<file path="src/rtl/clws_pkg.sv">
// Types, constants and control store for the character LCD write sequencer.
`default_nettype none

package clws_pkg;

    localparam int IN_DATA_W   = 48;
    localparam int IN_USER_W   = 3;
    localparam int OUT_DATA_W  = 32;
    localparam int CFG_IDX_W   = 2;
    localparam int CFG_DATA_W  = 16;
    localparam int PC_W        = 5;
    localparam int MAX_DIGITS  = 10;
    localparam int DIGIT_IDX_W = 4;
    localparam int QUOT_W      = 29;

    localparam logic [7:0]  RST_PULSE_US     = 8'd10;
    localparam logic [15:0] RST_SETTLE_US    = 16'd2000;
    localparam logic [7:0]  RST_FS_CMD       = 8'h38;
    localparam logic [7:0]  RST_DC_CMD       = 8'h0C;
    localparam logic [7:0]  CMD_CLEAR        = 8'h01;
    localparam logic [15:0] POWER_UP_WAIT_US = 16'd40000;
    localparam logic [15:0] INIT_GAP_US      = 16'd100;
    localparam logic [31:0] DIV10_RECIP      = 32'hCCCCCCCD;
    localparam logic [3:0]  ASCII_DIGIT_HI   = 4'h3;
    localparam logic [1:0]  ROW0_BASE_HI     = 2'b10;
    localparam logic [1:0]  ROW1_BASE_HI     = 2'b11;

    localparam logic [CFG_IDX_W-1:0] CFG_PULSE_WIDTH = 2'd0;
    localparam logic [CFG_IDX_W-1:0] CFG_SETTLE      = 2'd1;
    localparam logic [CFG_IDX_W-1:0] CFG_FUNC_SET    = 2'd2;
    localparam logic [CFG_IDX_W-1:0] CFG_DISP_CTRL   = 2'd3;

    localparam logic [PC_W-1:0] PC_INIT      = 5'd0;
    localparam logic [PC_W-1:0] PC_WR_DATA   = 5'd10;
    localparam logic [PC_W-1:0] PC_WR_CMD    = 5'd12;
    localparam logic [PC_W-1:0] PC_SET_POS   = 5'd14;
    localparam logic [PC_W-1:0] PC_DATA_POS  = 5'd16;
    localparam logic [PC_W-1:0] PC_NUMBER    = 5'd18;
    localparam logic [PC_W-1:0] PC_NUM_DIGIT = 5'd19;
    localparam logic [PC_W-1:0] PC_NUM_EMIT  = 5'd20;

    typedef enum logic [2:0] {
        ACT_INIT      = 3'd0,
        ACT_WR_DATA   = 3'd1,
        ACT_WR_CMD    = 3'd2,
        ACT_SET_POS   = 3'd3,
        ACT_DATA_POS  = 3'd4,
        ACT_NUMBER    = 3'd5
    } t_action;

    typedef enum logic {
        ST_IDLE,
        ST_RUN
    } t_state;

    typedef enum logic [1:0] {
        OP_PHASE,
        OP_MUL,
        OP_DIGIT
    } t_op;

    typedef enum logic [2:0] {
        SRC_HELD,
        SRC_FS,
        SRC_DC,
        SRC_CLR,
        SRC_DATA,
        SRC_POS,
        SRC_DIGIT
    } t_src;

    typedef enum logic [1:0] {
        HOLD_POWER,
        HOLD_GAP,
        HOLD_PULSE,
        HOLD_SETTLE
    } t_hold;

    typedef enum logic [1:0] {
        CD_NONE,
        CD_QUOT_NZ,
        CD_IDX_NZ
    } t_cond;

    typedef struct packed {
        t_op             op;
        logic            en;
        logic            rs;
        t_src            src;
        t_hold           hold;
        logic            last;
        logic            jump;
        t_cond           cond;
        logic [PC_W-1:0] target;
    } t_uword;

    typedef struct packed {
        logic            go;
        logic [PC_W-1:0] pc;
    } t_start;

    function automatic t_uword mk(input t_op op, input logic en, input logic rs,
                                  input t_src src, input t_hold hold, input logic last,
                                  input logic jump, input t_cond cond,
                                  input logic [PC_W-1:0] target);
        t_uword w;
        w.op     = op;
        w.en     = en;
        w.rs     = rs;
        w.src    = src;
        w.hold   = hold;
        w.last   = last;
        w.jump   = jump;
        w.cond   = cond;
        w.target = target;
        return w;
    endfunction

    function automatic t_uword uop(input logic [PC_W-1:0] pc);
        t_uword w;
        w = mk(OP_PHASE, 1'b0, 1'b0, SRC_HELD, HOLD_SETTLE, 1'b1, 1'b0, CD_NONE, PC_INIT);
        unique case (pc)
            5'd0:  w = mk(OP_PHASE, 1'b0, 1'b0, SRC_HELD,  HOLD_POWER,  1'b0, 1'b0, CD_NONE,
                          PC_INIT);
            5'd1:  w = mk(OP_PHASE, 1'b1, 1'b0, SRC_FS,    HOLD_PULSE,  1'b0, 1'b0, CD_NONE,
                          PC_INIT);
            5'd2:  w = mk(OP_PHASE, 1'b0, 1'b0, SRC_HELD,  HOLD_SETTLE, 1'b0, 1'b0, CD_NONE,
                          PC_INIT);
            5'd3:  w = mk(OP_PHASE, 1'b0, 1'b0, SRC_HELD,  HOLD_GAP,    1'b0, 1'b0, CD_NONE,
                          PC_INIT);
            5'd4:  w = mk(OP_PHASE, 1'b1, 1'b0, SRC_DC,    HOLD_PULSE,  1'b0, 1'b0, CD_NONE,
                          PC_INIT);
            5'd5:  w = mk(OP_PHASE, 1'b0, 1'b0, SRC_HELD,  HOLD_SETTLE, 1'b0, 1'b0, CD_NONE,
                          PC_INIT);
            5'd6:  w = mk(OP_PHASE, 1'b0, 1'b0, SRC_HELD,  HOLD_GAP,    1'b0, 1'b0, CD_NONE,
                          PC_INIT);
            5'd7:  w = mk(OP_PHASE, 1'b1, 1'b0, SRC_CLR,   HOLD_PULSE,  1'b0, 1'b0, CD_NONE,
                          PC_INIT);
            5'd8:  w = mk(OP_PHASE, 1'b0, 1'b0, SRC_HELD,  HOLD_SETTLE, 1'b0, 1'b0, CD_NONE,
                          PC_INIT);
            5'd9:  w = mk(OP_PHASE, 1'b0, 1'b0, SRC_HELD,  HOLD_SETTLE, 1'b1, 1'b0, CD_NONE,
                          PC_INIT);
            5'd10: w = mk(OP_PHASE, 1'b1, 1'b1, SRC_DATA,  HOLD_PULSE,  1'b0, 1'b0, CD_NONE,
                          PC_INIT);
            5'd11: w = mk(OP_PHASE, 1'b0, 1'b0, SRC_HELD,  HOLD_SETTLE, 1'b1, 1'b0, CD_NONE,
                          PC_INIT);
            5'd12: w = mk(OP_PHASE, 1'b1, 1'b0, SRC_DATA,  HOLD_PULSE,  1'b0, 1'b0, CD_NONE,
                          PC_INIT);
            5'd13: w = mk(OP_PHASE, 1'b0, 1'b0, SRC_HELD,  HOLD_SETTLE, 1'b1, 1'b0, CD_NONE,
                          PC_INIT);
            5'd14: w = mk(OP_PHASE, 1'b1, 1'b0, SRC_POS,   HOLD_PULSE,  1'b0, 1'b0, CD_NONE,
                          PC_INIT);
            5'd15: w = mk(OP_PHASE, 1'b0, 1'b0, SRC_HELD,  HOLD_SETTLE, 1'b1, 1'b0, CD_NONE,
                          PC_INIT);
            5'd16: w = mk(OP_PHASE, 1'b1, 1'b0, SRC_POS,   HOLD_PULSE,  1'b0, 1'b0, CD_NONE,
                          PC_INIT);
            5'd17: w = mk(OP_PHASE, 1'b0, 1'b0, SRC_HELD,  HOLD_SETTLE, 1'b0, 1'b1, CD_NONE,
                          PC_WR_DATA);
            5'd18: w = mk(OP_MUL,   1'b0, 1'b0, SRC_HELD,  HOLD_SETTLE, 1'b0, 1'b0, CD_NONE,
                          PC_INIT);
            5'd19: w = mk(OP_DIGIT, 1'b0, 1'b0, SRC_HELD,  HOLD_SETTLE, 1'b0, 1'b1, CD_QUOT_NZ,
                          PC_NUMBER);
            5'd20: w = mk(OP_PHASE, 1'b1, 1'b1, SRC_DIGIT, HOLD_PULSE,  1'b0, 1'b0, CD_NONE,
                          PC_INIT);
            5'd21: w = mk(OP_PHASE, 1'b0, 1'b0, SRC_HELD,  HOLD_SETTLE, 1'b1, 1'b1, CD_IDX_NZ,
                          PC_NUM_EMIT);
            default: w = mk(OP_PHASE, 1'b0, 1'b0, SRC_HELD, HOLD_SETTLE, 1'b1, 1'b0, CD_NONE,
                            PC_INIT);
        endcase
        return w;
    endfunction

    function automatic t_start start_pc(input t_action act, input logic [1:0] row);
        t_start s;
        s.go = 1'b1;
        s.pc = PC_INIT;
        unique case (act)
            ACT_INIT:    s.pc = PC_INIT;
            ACT_WR_DATA: s.pc = PC_WR_DATA;
            ACT_WR_CMD:  s.pc = PC_WR_CMD;
            ACT_SET_POS: begin
                s.pc = PC_SET_POS;
                s.go = (row[1] == 1'b0);
            end
            ACT_DATA_POS: begin
                s.pc = PC_DATA_POS;
                s.go = (row[1] == 1'b0);
            end
            ACT_NUMBER:  s.pc = PC_NUMBER;
            default:     s.go = 1'b0;
        endcase
        return s;
    endfunction

endpackage

`default_nettype wire

</file>
<file path="src/rtl/char_lcd_write_sequencer_core.sv">
// Character LCD write sequencer: microcoded phase generator for an 8-bit LCD bus.
//
//  channel   dir  handshake                      payload
//  s_axis    in   s_axis_tvalid/s_axis_tready    tuser action, tdata fields
//  m_axis    out  m_axis_tvalid/m_axis_tready    tdata phase levels, tlast last phase
//  cfg       in   i_cfg_valid/o_cfg_ready        i_cfg_index, i_cfg_data
//
//  One request is taken per run; a phase step is made whenever the output slot is free.
//  Phases per request: init 10, writes 2, data at position 4; a number first runs a multiply
//  and a digit step per digit for the divide-by-ten unit, then 2 phases per digit (up to 10 digits).
//  Reset puts the timing and init registers at their defaults; no clearing pass.
//  A full output register stalls the step counter on phase steps only.
`default_nettype none

module char_lcd_write_sequencer_core
    import clws_pkg::*;
(
    input  wire logic                  i_clk,
    input  wire logic                  i_rst_n,
    input  wire logic                  s_axis_tvalid,
    output logic                       s_axis_tready,
    // [7:0] data_byte, [9:8] row, [15:10] column, [47:16] number
    input  wire logic [IN_DATA_W-1:0]  s_axis_tdata,
    // [2:0] action
    input  wire logic [IN_USER_W-1:0]  s_axis_tuser,
    output logic                       m_axis_tvalid,
    input  wire logic                  m_axis_tready,
    // [0] reg_select, [1] read_not_write, [2] enable_level, [10:3] bus_value,
    // [26:11] hold_us, [31:27] zero
    output logic [OUT_DATA_W-1:0]      m_axis_tdata,
    output logic                       m_axis_tlast,
    input  wire logic                  i_cfg_valid,
    output logic                       o_cfg_ready,
    input  wire logic [CFG_IDX_W-1:0]  i_cfg_index,
    input  wire logic [CFG_DATA_W-1:0] i_cfg_data
);

    t_state                 r_state, n_state;
    logic [PC_W-1:0]        r_pc, n_pc;
    logic [7:0]             r_pulse_us;
    logic [15:0]            r_settle_us;
    logic [7:0]             r_fs_cmd;
    logic [7:0]             r_dc_cmd;
    logic                   r_rs_now, n_rs_now;
    logic [7:0]             r_bus_now, n_bus_now;
    logic [7:0]             r_data_byte, n_data_byte;
    logic [7:0]             r_pos_byte, n_pos_byte;
    logic [31:0]            r_num, n_num;
    logic [QUOT_W-1:0]      r_quot, n_quot;
    logic [DIGIT_IDX_W-1:0] r_nd, n_nd;
    logic [DIGIT_IDX_W-1:0] r_idx, n_idx;
    logic [3:0]             r_digits [MAX_DIGITS];
    logic                   r_out_valid, n_out_valid;
    logic                   r_out_rs, n_out_rs;
    logic                   r_out_en, n_out_en;
    logic [7:0]             r_out_bus, n_out_bus;
    logic [15:0]            r_out_hold, n_out_hold;
    logic                   r_out_last, n_out_last;

    t_uword      w_uw;
    t_start      w_start;
    logic        w_out_free;
    logic        w_step;
    logic        w_cond_ok;
    logic        w_taken;
    logic        w_dig_we;
    logic [63:0] w_prod;
    logic [31:0] w_q_x10;
    logic [31:0] w_rem_full;
    logic [7:0]  w_byte;
    logic [15:0] w_hold;

    assign w_uw       = uop(r_pc);
    assign w_start    = start_pc(t_action'(s_axis_tuser), s_axis_tdata[9:8]);
    assign w_out_free = !r_out_valid || m_axis_tready;
    assign w_step     = (r_state == ST_RUN) && ((w_uw.op != OP_PHASE) || w_out_free);
    assign w_prod     = {32'd0, r_num} * {32'd0, DIV10_RECIP};
    assign w_q_x10    = {r_quot, 3'b000} + {2'b00, r_quot, 1'b0};
    assign w_rem_full = r_num - w_q_x10;
    assign w_dig_we   = w_step && (w_uw.op == OP_DIGIT);
    assign w_taken    = w_uw.jump && w_cond_ok;

    always_comb begin
        case (w_uw.cond)
            CD_QUOT_NZ: w_cond_ok = (r_quot != '0);
            CD_IDX_NZ:  w_cond_ok = (r_idx != '0);
            default:    w_cond_ok = 1'b1;
        endcase
    end

    always_comb begin
        case (w_uw.src)
            SRC_FS:    w_byte = r_fs_cmd;
            SRC_DC:    w_byte = r_dc_cmd;
            SRC_CLR:   w_byte = CMD_CLEAR;
            SRC_DATA:  w_byte = r_data_byte;
            SRC_POS:   w_byte = r_pos_byte;
            SRC_DIGIT: w_byte = {ASCII_DIGIT_HI, r_digits[r_idx]};
            default:   w_byte = r_bus_now;
        endcase
    end

    always_comb begin
        case (w_uw.hold)
            HOLD_POWER: w_hold = POWER_UP_WAIT_US;
            HOLD_GAP:   w_hold = INIT_GAP_US;
            HOLD_PULSE: w_hold = (r_pulse_us == '0) ? 16'd1 : {8'd0, r_pulse_us};
            default:    w_hold = (r_settle_us == '0) ? 16'd1 : r_settle_us;
        endcase
    end

    always_comb begin
        n_state     = r_state;
        n_pc        = r_pc;
        n_rs_now    = r_rs_now;
        n_bus_now   = r_bus_now;
        n_data_byte = r_data_byte;
        n_pos_byte  = r_pos_byte;
        n_num       = r_num;
        n_quot      = r_quot;
        n_nd        = r_nd;
        n_idx       = r_idx;
        n_out_valid = r_out_valid && !m_axis_tready;
        n_out_rs    = r_out_rs;
        n_out_en    = r_out_en;
        n_out_bus   = r_out_bus;
        n_out_hold  = r_out_hold;
        n_out_last  = r_out_last;

        if ((r_state == ST_IDLE) && s_axis_tvalid) begin
            n_data_byte = s_axis_tdata[7:0];
            n_pos_byte  = {(s_axis_tdata[8] ? ROW1_BASE_HI : ROW0_BASE_HI),
                           s_axis_tdata[15:10]};
            n_num       = s_axis_tdata[47:16];
            n_nd        = '0;
            n_pc        = w_start.pc;
            if (w_start.go) begin
                n_state = ST_RUN;
            end
        end

        if (w_step) begin
            n_pc = w_taken ? w_uw.target : PC_W'(r_pc + 1'b1);
            unique case (w_uw.op)
                OP_PHASE: begin
                    n_out_valid = 1'b1;
                    n_out_en    = w_uw.en;
                    n_out_hold  = w_hold;
                    n_out_last  = w_uw.last && !w_taken;
                    if (w_uw.src == SRC_HELD) begin
                        n_out_rs  = r_rs_now;
                        n_out_bus = r_bus_now;
                    end else begin
                        n_out_rs  = w_uw.rs;
                        n_out_bus = w_byte;
                        n_rs_now  = w_uw.rs;
                        n_bus_now = w_byte;
                    end
                    if (w_uw.last && !w_taken) begin
                        n_state = ST_IDLE;
                    end
                    if ((w_uw.cond == CD_IDX_NZ) && w_taken) begin
                        n_idx = DIGIT_IDX_W'(r_idx - 1'b1);
                    end
                end
                OP_MUL: begin
                    n_quot = w_prod[63:35];
                end
                OP_DIGIT: begin
                    n_num = {3'b000, r_quot};
                    n_nd  = DIGIT_IDX_W'(r_nd + 1'b1);
                    if (!w_taken) begin
                        n_idx = r_nd;
                    end
                end
                default: begin
                    n_state = ST_IDLE;
                end
            endcase
        end
    end

    always_ff @(posedge i_clk) begin
        if (!i_rst_n) begin
            r_state     <= ST_IDLE;
            r_pc        <= PC_INIT;
            r_pulse_us  <= RST_PULSE_US;
            r_settle_us <= RST_SETTLE_US;
            r_fs_cmd    <= RST_FS_CMD;
            r_dc_cmd    <= RST_DC_CMD;
            r_rs_now    <= 1'b0;
            r_bus_now   <= '0;
            r_out_valid <= 1'b0;
        end else begin
            r_state     <= n_state;
            r_pc        <= n_pc;
            r_rs_now    <= n_rs_now;
            r_bus_now   <= n_bus_now;
            r_out_valid <= n_out_valid;
            if (i_cfg_valid) begin
                unique case (i_cfg_index)
                    CFG_PULSE_WIDTH: r_pulse_us  <= i_cfg_data[7:0];
                    CFG_SETTLE:      r_settle_us <= i_cfg_data;
                    CFG_FUNC_SET:    r_fs_cmd    <= i_cfg_data[7:0];
                    CFG_DISP_CTRL:   r_dc_cmd    <= i_cfg_data[7:0];
                    default: begin
                    end
                endcase
            end
        end
    end

    always_ff @(posedge i_clk) begin
        r_data_byte <= n_data_byte;
        r_pos_byte  <= n_pos_byte;
        r_num       <= n_num;
        r_quot      <= n_quot;
        r_nd        <= n_nd;
        r_idx       <= n_idx;
        r_out_rs    <= n_out_rs;
        r_out_en    <= n_out_en;
        r_out_bus   <= n_out_bus;
        r_out_hold  <= n_out_hold;
        r_out_last  <= n_out_last;
        if (w_dig_we) begin
            r_digits[r_nd] <= w_rem_full[3:0];
        end
    end

    assign s_axis_tready = (r_state == ST_IDLE);
    assign o_cfg_ready   = 1'b1;
    assign m_axis_tvalid = r_out_valid;
    assign m_axis_tlast  = r_out_last;
    assign m_axis_tdata  = {5'd0, r_out_hold, r_out_bus, r_out_en, 1'b0, r_out_rs};

endmodule

`default_nettype wire

</file>
<file path="config.mk">
export PLATFORM = sky130hd
export DESIGN_NAME = char_lcd_write_sequencer_core
export DESIGN_NICKNAME = d
export VERILOG_FILES = /design/src/rtl/clws_pkg.sv /design/src/rtl/char_lcd_write_sequencer_core.sv
export SDC_FILE = /design/constraint.sdc
export NUM_CORES = 2
export LEC_CHECK = 0
export ABC_AREA = 1
export ABC_CLOCK_PERIOD_IN_PS = 16500
export BUFFER_PORTS_ARGS = -buffer_cell sky130_fd_sc_hd__buf_2
export CORE_AREA = 2 2 212 214
export DETAILED_ROUTE_END_ITERATION = 10
export DIE_AREA = 0 0 214 216
export HOLD_SLACK_MARGIN = 0.03
export PLACE_DENSITY = 0.86
export REMOVE_ABC_BUFFERS = 1
export SLEW_MARGIN = 20
export SYNTH_ARGS = -nofsm -noshare
export SYNTH_HDL_FRONTEND = slang
export SYNTH_SLANG_ARGS = --single-unit
export TNS_END_PERCENT = 10
</file>
<file path="constraint.sdc">
create_clock -name i_clk -period 16.5 [get_ports i_clk]
set_clock_uncertainty 0.05 [all_clocks]
set_input_delay 1.65 -clock i_clk [delete_from_list [all_inputs] [get_ports i_clk]]
set_output_delay 1.65 -clock i_clk [all_outputs]
set_load 0.05 [all_outputs]
</file>
### Word-level counts from Yosys, hierarchy flattened

Memories as Yosys holds them, arrays and structs flattened. A register that Yosys moved wholly into a read port is not among the register bits.
Cells that the tools add are included.
Widths: inputs -> output; s select.

| word-level totals | value |
|---|---|
| RAM bits | 40 |
| input bits | 74 |
| flip-flop bits (word level) | 168 |
| memories kept | 2 |
| ROM bits | 544 |
| word-level logic and storage cells | 120 |
| output and inout bits | 36 |

| operators by class | value |
|---|---|
| add/subtract/negate cells | 5 |
| equal/unequal tests | 22 |
| mux-type cells | 34 |
| $mul | 1 |
| reductions and logical operators | 34 |
| bitwise operators | 2 |

Memories:

| name | words | bits a word | rd ports | clocked after memory_dff | wr ports | RTL line | source |
|---|---|---|---|---|---|---|---|
| (name not given) | 32 | 17 | 1 | 1 | 0 | clws_pkg.sv:122 | `unique case (pc)` |
| r_digits | 10 | 4 | 1 | 1 | 1 | char_lcd_write_sequencer_core.sv:52 | `logic [3:0] r_digits [MAX_DIGITS];` |

Operators with widths:

| kind | number |
|---|---|
| $mux 32 | 3 |
| $mul 32x32->64 const B | 1 |
| $pmux 16 s3 | 1 |
| $pmux 8 s6 | 1 |
| $reduce_bool 29->1 | 1 |
| $mux 5 | 5 |
| $pmux 5 s5 | 1 |
| $mux 4 | 6 |
| $logic_not 16->1 | 1 |
| $mux 16 | 1 |
| $mux 8 | 2 |
| $eq 3x3->1 const B | 5 |
| $eq 3x2->1 const B | 4 |
| $reduce_and 2->1 | 6 |
| $eq 2x2->1 const B | 5 |
| $mux 1 | 10 |
| $eq 2x1->1 const B | 4 |
| $logic_not 8->1 | 1 |
| $pmux 4 s2 | 1 |
| $logic_and 1x1->1 | 7 |
| $eq 3x1->1 const B | 2 |
| $logic_not 2->1 | 3 |
| $logic_not 3->1 | 2 |
| $pmux 1 s2 | 3 |
| 14 further kinds | 22 |

### Longest topological paths before layout

| logic depth | value |
|---|---|
| word-level depth | 8 |
| gate-level depth with buffers | 28 |
| mapped depth without buffers | 28 |

### Least setup slack after synthesis

OpenSTA, ideal clock, no wires.

| timing path | value |
|---|---|
| path kind | flip-flop to flip-flop |
| from | reg r_num[20] |
| to | reg r_quot[26] (data pin) |
| cell stages (with the launch flop) | 24 |
| slack | 10336 ps |
| arrival | 5851 ps |
| buffers on the path | 0 |
| cell sequence | dfxtp_1 ha_1 inv_1 fa_1 inv_1 fa_1 inv_1 fa_1 inv_1 fa_1 fa_1 fa_1 inv_1 fa_1 inv_1 ha_1 nand2_1 nor2_1 inv_1 nor4_1 nand4_1 nand3_1 a21oi_1 xor2_1 |

| on the way | value |
|---|---|
| cells in the longest elaborated chain, start to end | 1 |

RTL lines:

| what | RTL line | source |
|---|---|---|
| start, declared | char_lcd_write_sequencer_core.sv:48 | `logic [31:0] r_num, n_num;` |
| start signal, assigned | char_lcd_write_sequencer_core.sv:216 | `r_num <= n_num;` |
| $mul 32x32->64 | char_lcd_write_sequencer_core.sv:77 | `assign w_prod = {32'd0, r_num} * {32'd0, DIV10_RECIP};` |
| named net w_prod[61] | char_lcd_write_sequencer_core.sv:67 | `logic [63:0] w_prod;` |
| end signal, assigned | char_lcd_write_sequencer_core.sv:217 | `r_quot <= n_quot;` |
| end, declared | char_lcd_write_sequencer_core.sv:49 | `logic [QUOT_W-1:0] r_quot, n_quot;` |

The timed path passes the listed nets, and every way through them passes these cells.
A chain may end at the register's enable or synchronous reset.

### Worst setup path in the final report

| timing path | value |
|---|---|
| from | reg r_num[3] |
| to | reg r_quot[26] (data pin) |

Same word-level chain as after synthesis.

==> flow_summary.toml <==
[run_status]
outcome = "finished clean"

[setup_path]
r2r_slack_ps = 9220
cp-end-kind = "flip-flop"
crit_required_ps = 16770
start_kind = "flip-flop"
worst-setup-path-type = "flip-flop to flip-flop"
reg2reg_depth = 20
worstPathMaxFanout = 9
cp_data_arrival_time_ps = 7550
r2r-end = "r_quot[26]"
rr_startpoint = "r_num[3]"

[timing]
fmax_mhz = 137
fin_crit_ps = 7280
worstMarginPinSlew_ps = 986
drv_slew = 0
finalSetupViolCount = 0
fin_hold_ws_ps = 379
tns_ps = 0
final-hold-violation-count = 0
timing.final.crit_share_pct = 44.1
rsz0062_at_grt = "no"
maxSlewHeadroom_pct = 33.8

[clock_network]
clk_path_buf_depth = 3
cts_tree = "done"
clk_pin_slew_ps = 70
cts_buffers = 26
postCtsHoldBufs = 0
cts_setup_buffers = 0
cts_resized = 0
root_buffer = "clkbuf_16"
h-tree-depth = 1
clock_latency_ps = 570
cts_sinks = 226

[logic_synthesis]
yosys_most_used_dff = "edfxtp_1"
synth.distinct_cells = 63
synth_common_cells = "inv_1, fa_1, ha_1, nand2_1, nor2_1"
syn_inst = 3003
synth.most_common_cell = "inv_1"
yosysWarnings = 0
synth.cell_area_sq_um = 27300
syn_area_per_cell_sq_um = 9.10
yosysTopAreaCellShare_pct = 28.4
yosysTopAreaCell = "fa_1"
ys_top_cells_by_area = "fa_1, ha_1, edfxtp_1"
synth-edff-count = 115
yosys_register_bits = 226
seq_area_frac_synth_pct = 20.8
synthArstFlopShare_pct = 0

[final_layout]
final_nets = 3930
drive_gt1_share_pct = 6.60
seqCellArea_sq_um = 5680
multi_input_area_sq_um = 18500
area_growth_pct = 7.22
utilization_pct = 66.8
n_fill_cell = 3422

[placed_design]
hpwlAfterDp_um = 68600
io_buffers = 102
gp_congestion = 1.07

[route]
wl_um = 81200
vias = 21240
drtPass1Iterations = 5
drt_iter0_markers = 2084
route.detailed.drc = 0
drt.antenna.violating_nets = 0
wl_per_cell_um = 21.9
viasPerCell = 5.72

[floorplanning]
io_pins = 110
fp.dieH_um = 216
dieArea_sq_um = 46200
die_w_um = 214
start_util_pct = 62.3
fp-row-count = 77
coreArea_sq_um = 43800

[worst_hold_path]
hold_class = "flip-flop to flip-flop"
holdPathEnd = "r_out_en"
worst_hold_path.num_cells = 0
hold_start = "w_uw[15]"

[grt]
grt.overflow.total = 0
grt_pass1_wl_um = 125000
grt_max_degree = 60
antenna_found_initial = 3
grt_pass1_vias = 22130
track_usage_pct = 35.9

[run]
maxCapViolations = 0
[final cells by class]
class | instances | area share, %
multi-input cells | 1950 | 63.1
flip-flops and latches | 226 | 19.4
inverters | 788 | 10.2
well taps | 592 | 2.53
clock buffers | 29 | 2.33
repair buffers | 108 | 1.90
clock inverters | 19 | 0.585
diodes | 3 | 0.0256
[cells by family after synthesis]
group	after synthesis	share of synthesized area, %
AO/OA/AOI/OAI	413	8.75
XOR/XNOR	82	2.63
adder cells (fa/ha/maj)	756	45.3
buffers and inverters	832	11.7
flip-flops	226	20.8
other	2	0.0275
AND/OR/NAND/NOR	692	10.9
[per-stage QoR]
| step | area, sq um | std cells | setup slack (ps) |
|---|---|---|---|
| 6_report | 29300 | 3715 | 9220 |
| 5_1_grt | 29300 | 3715 | 9000 |
| 4_1_cts | 29300 | 3712 | 9350 |
| 3_5_place_dp | 28400 | 3664 | 9390 |
| 3_3_place_gp | 28400 | 3664 | 9520 |
| 2_1_floorplan | 27100 | 2964 | 10340 |
[critical path, cell delays in order, from the launching register on]
cell     delay [ps]
dfxtp_1         640
ha_1            460
xor2_1          550
xor2_1          320
fa_1            490
fa_1            620
fa_1            480
fa_1            460
fa_1            490
inv_1            50
fa_1            480
inv_1            50
ha_1            360
nand2_1         140
nor2_1          160
inv_1            90
nor4_1          430
nand4_1         180
nand3_1         250
a21oi_1         120
xor2_1          150
[sequential cells by signal, summed over array words and instances (netlist names), 4 cells and up, named ones only]
register	cells
r_pc	5
r_pos_byte	7
r_idx	4
r_settle_us	16
r_num	32
r_fs_cmd	8
r_out_bus	8
r_data_byte	8
r_out_hold	16
r_bus_now	8
r_digits	40
r_quot	29
r_dc_cmd	8
r_nd	4
r_pulse_us	8
w_uw	15
[routing by layer]
metal | wire, um | GRT usage (%)
met2 | 36800 | 57.4
met3 | 6810 | 6.05
met5 | 0 | 0
met1 | 31700 | 46.0
met4 | 5870 | 21.9
[worst max path at each step]
stage | start | to | cells past startpoint
4_1_cts | r_num[3] | r_quot[26] | 20
3_3_place_gp | r_num[8] | r_quot[28] | 23
2_1_floorplan | r_num[20] | r_quot[26] | 23
3_5_place_dp | r_num[3] | r_quot[26] | 20
6_report | r_num[3] | r_quot[26] | 20
5_1_grt | r_num[11] | r_quot[28] | 23
[placed cells by master, fill, tap and decap left out, types with 10 or more instances in the layout]
master     count
o22ai_1       12
clkbuf_16     27
xnor2_1       20
inv_1        776
edfxtp_1     115
dfxtp_1      111
nand3_1       56
a31oi_1       45
a21o_1        10
a21oi_1      128
nor2_1       202
fa_1         387
nand2_2       10
nor3_1        27
nand2_1      346
o211ai_1      12
nand4_1       12
xor2_1        62
ha_1         369
buf_2        102
o21bai_1      11
nor4_1        12
o21ai_0      148
Power is left out: the tool's default activity adds up to more than one toggle a clock period on the data nets, which glitch-free logic cannot reach.
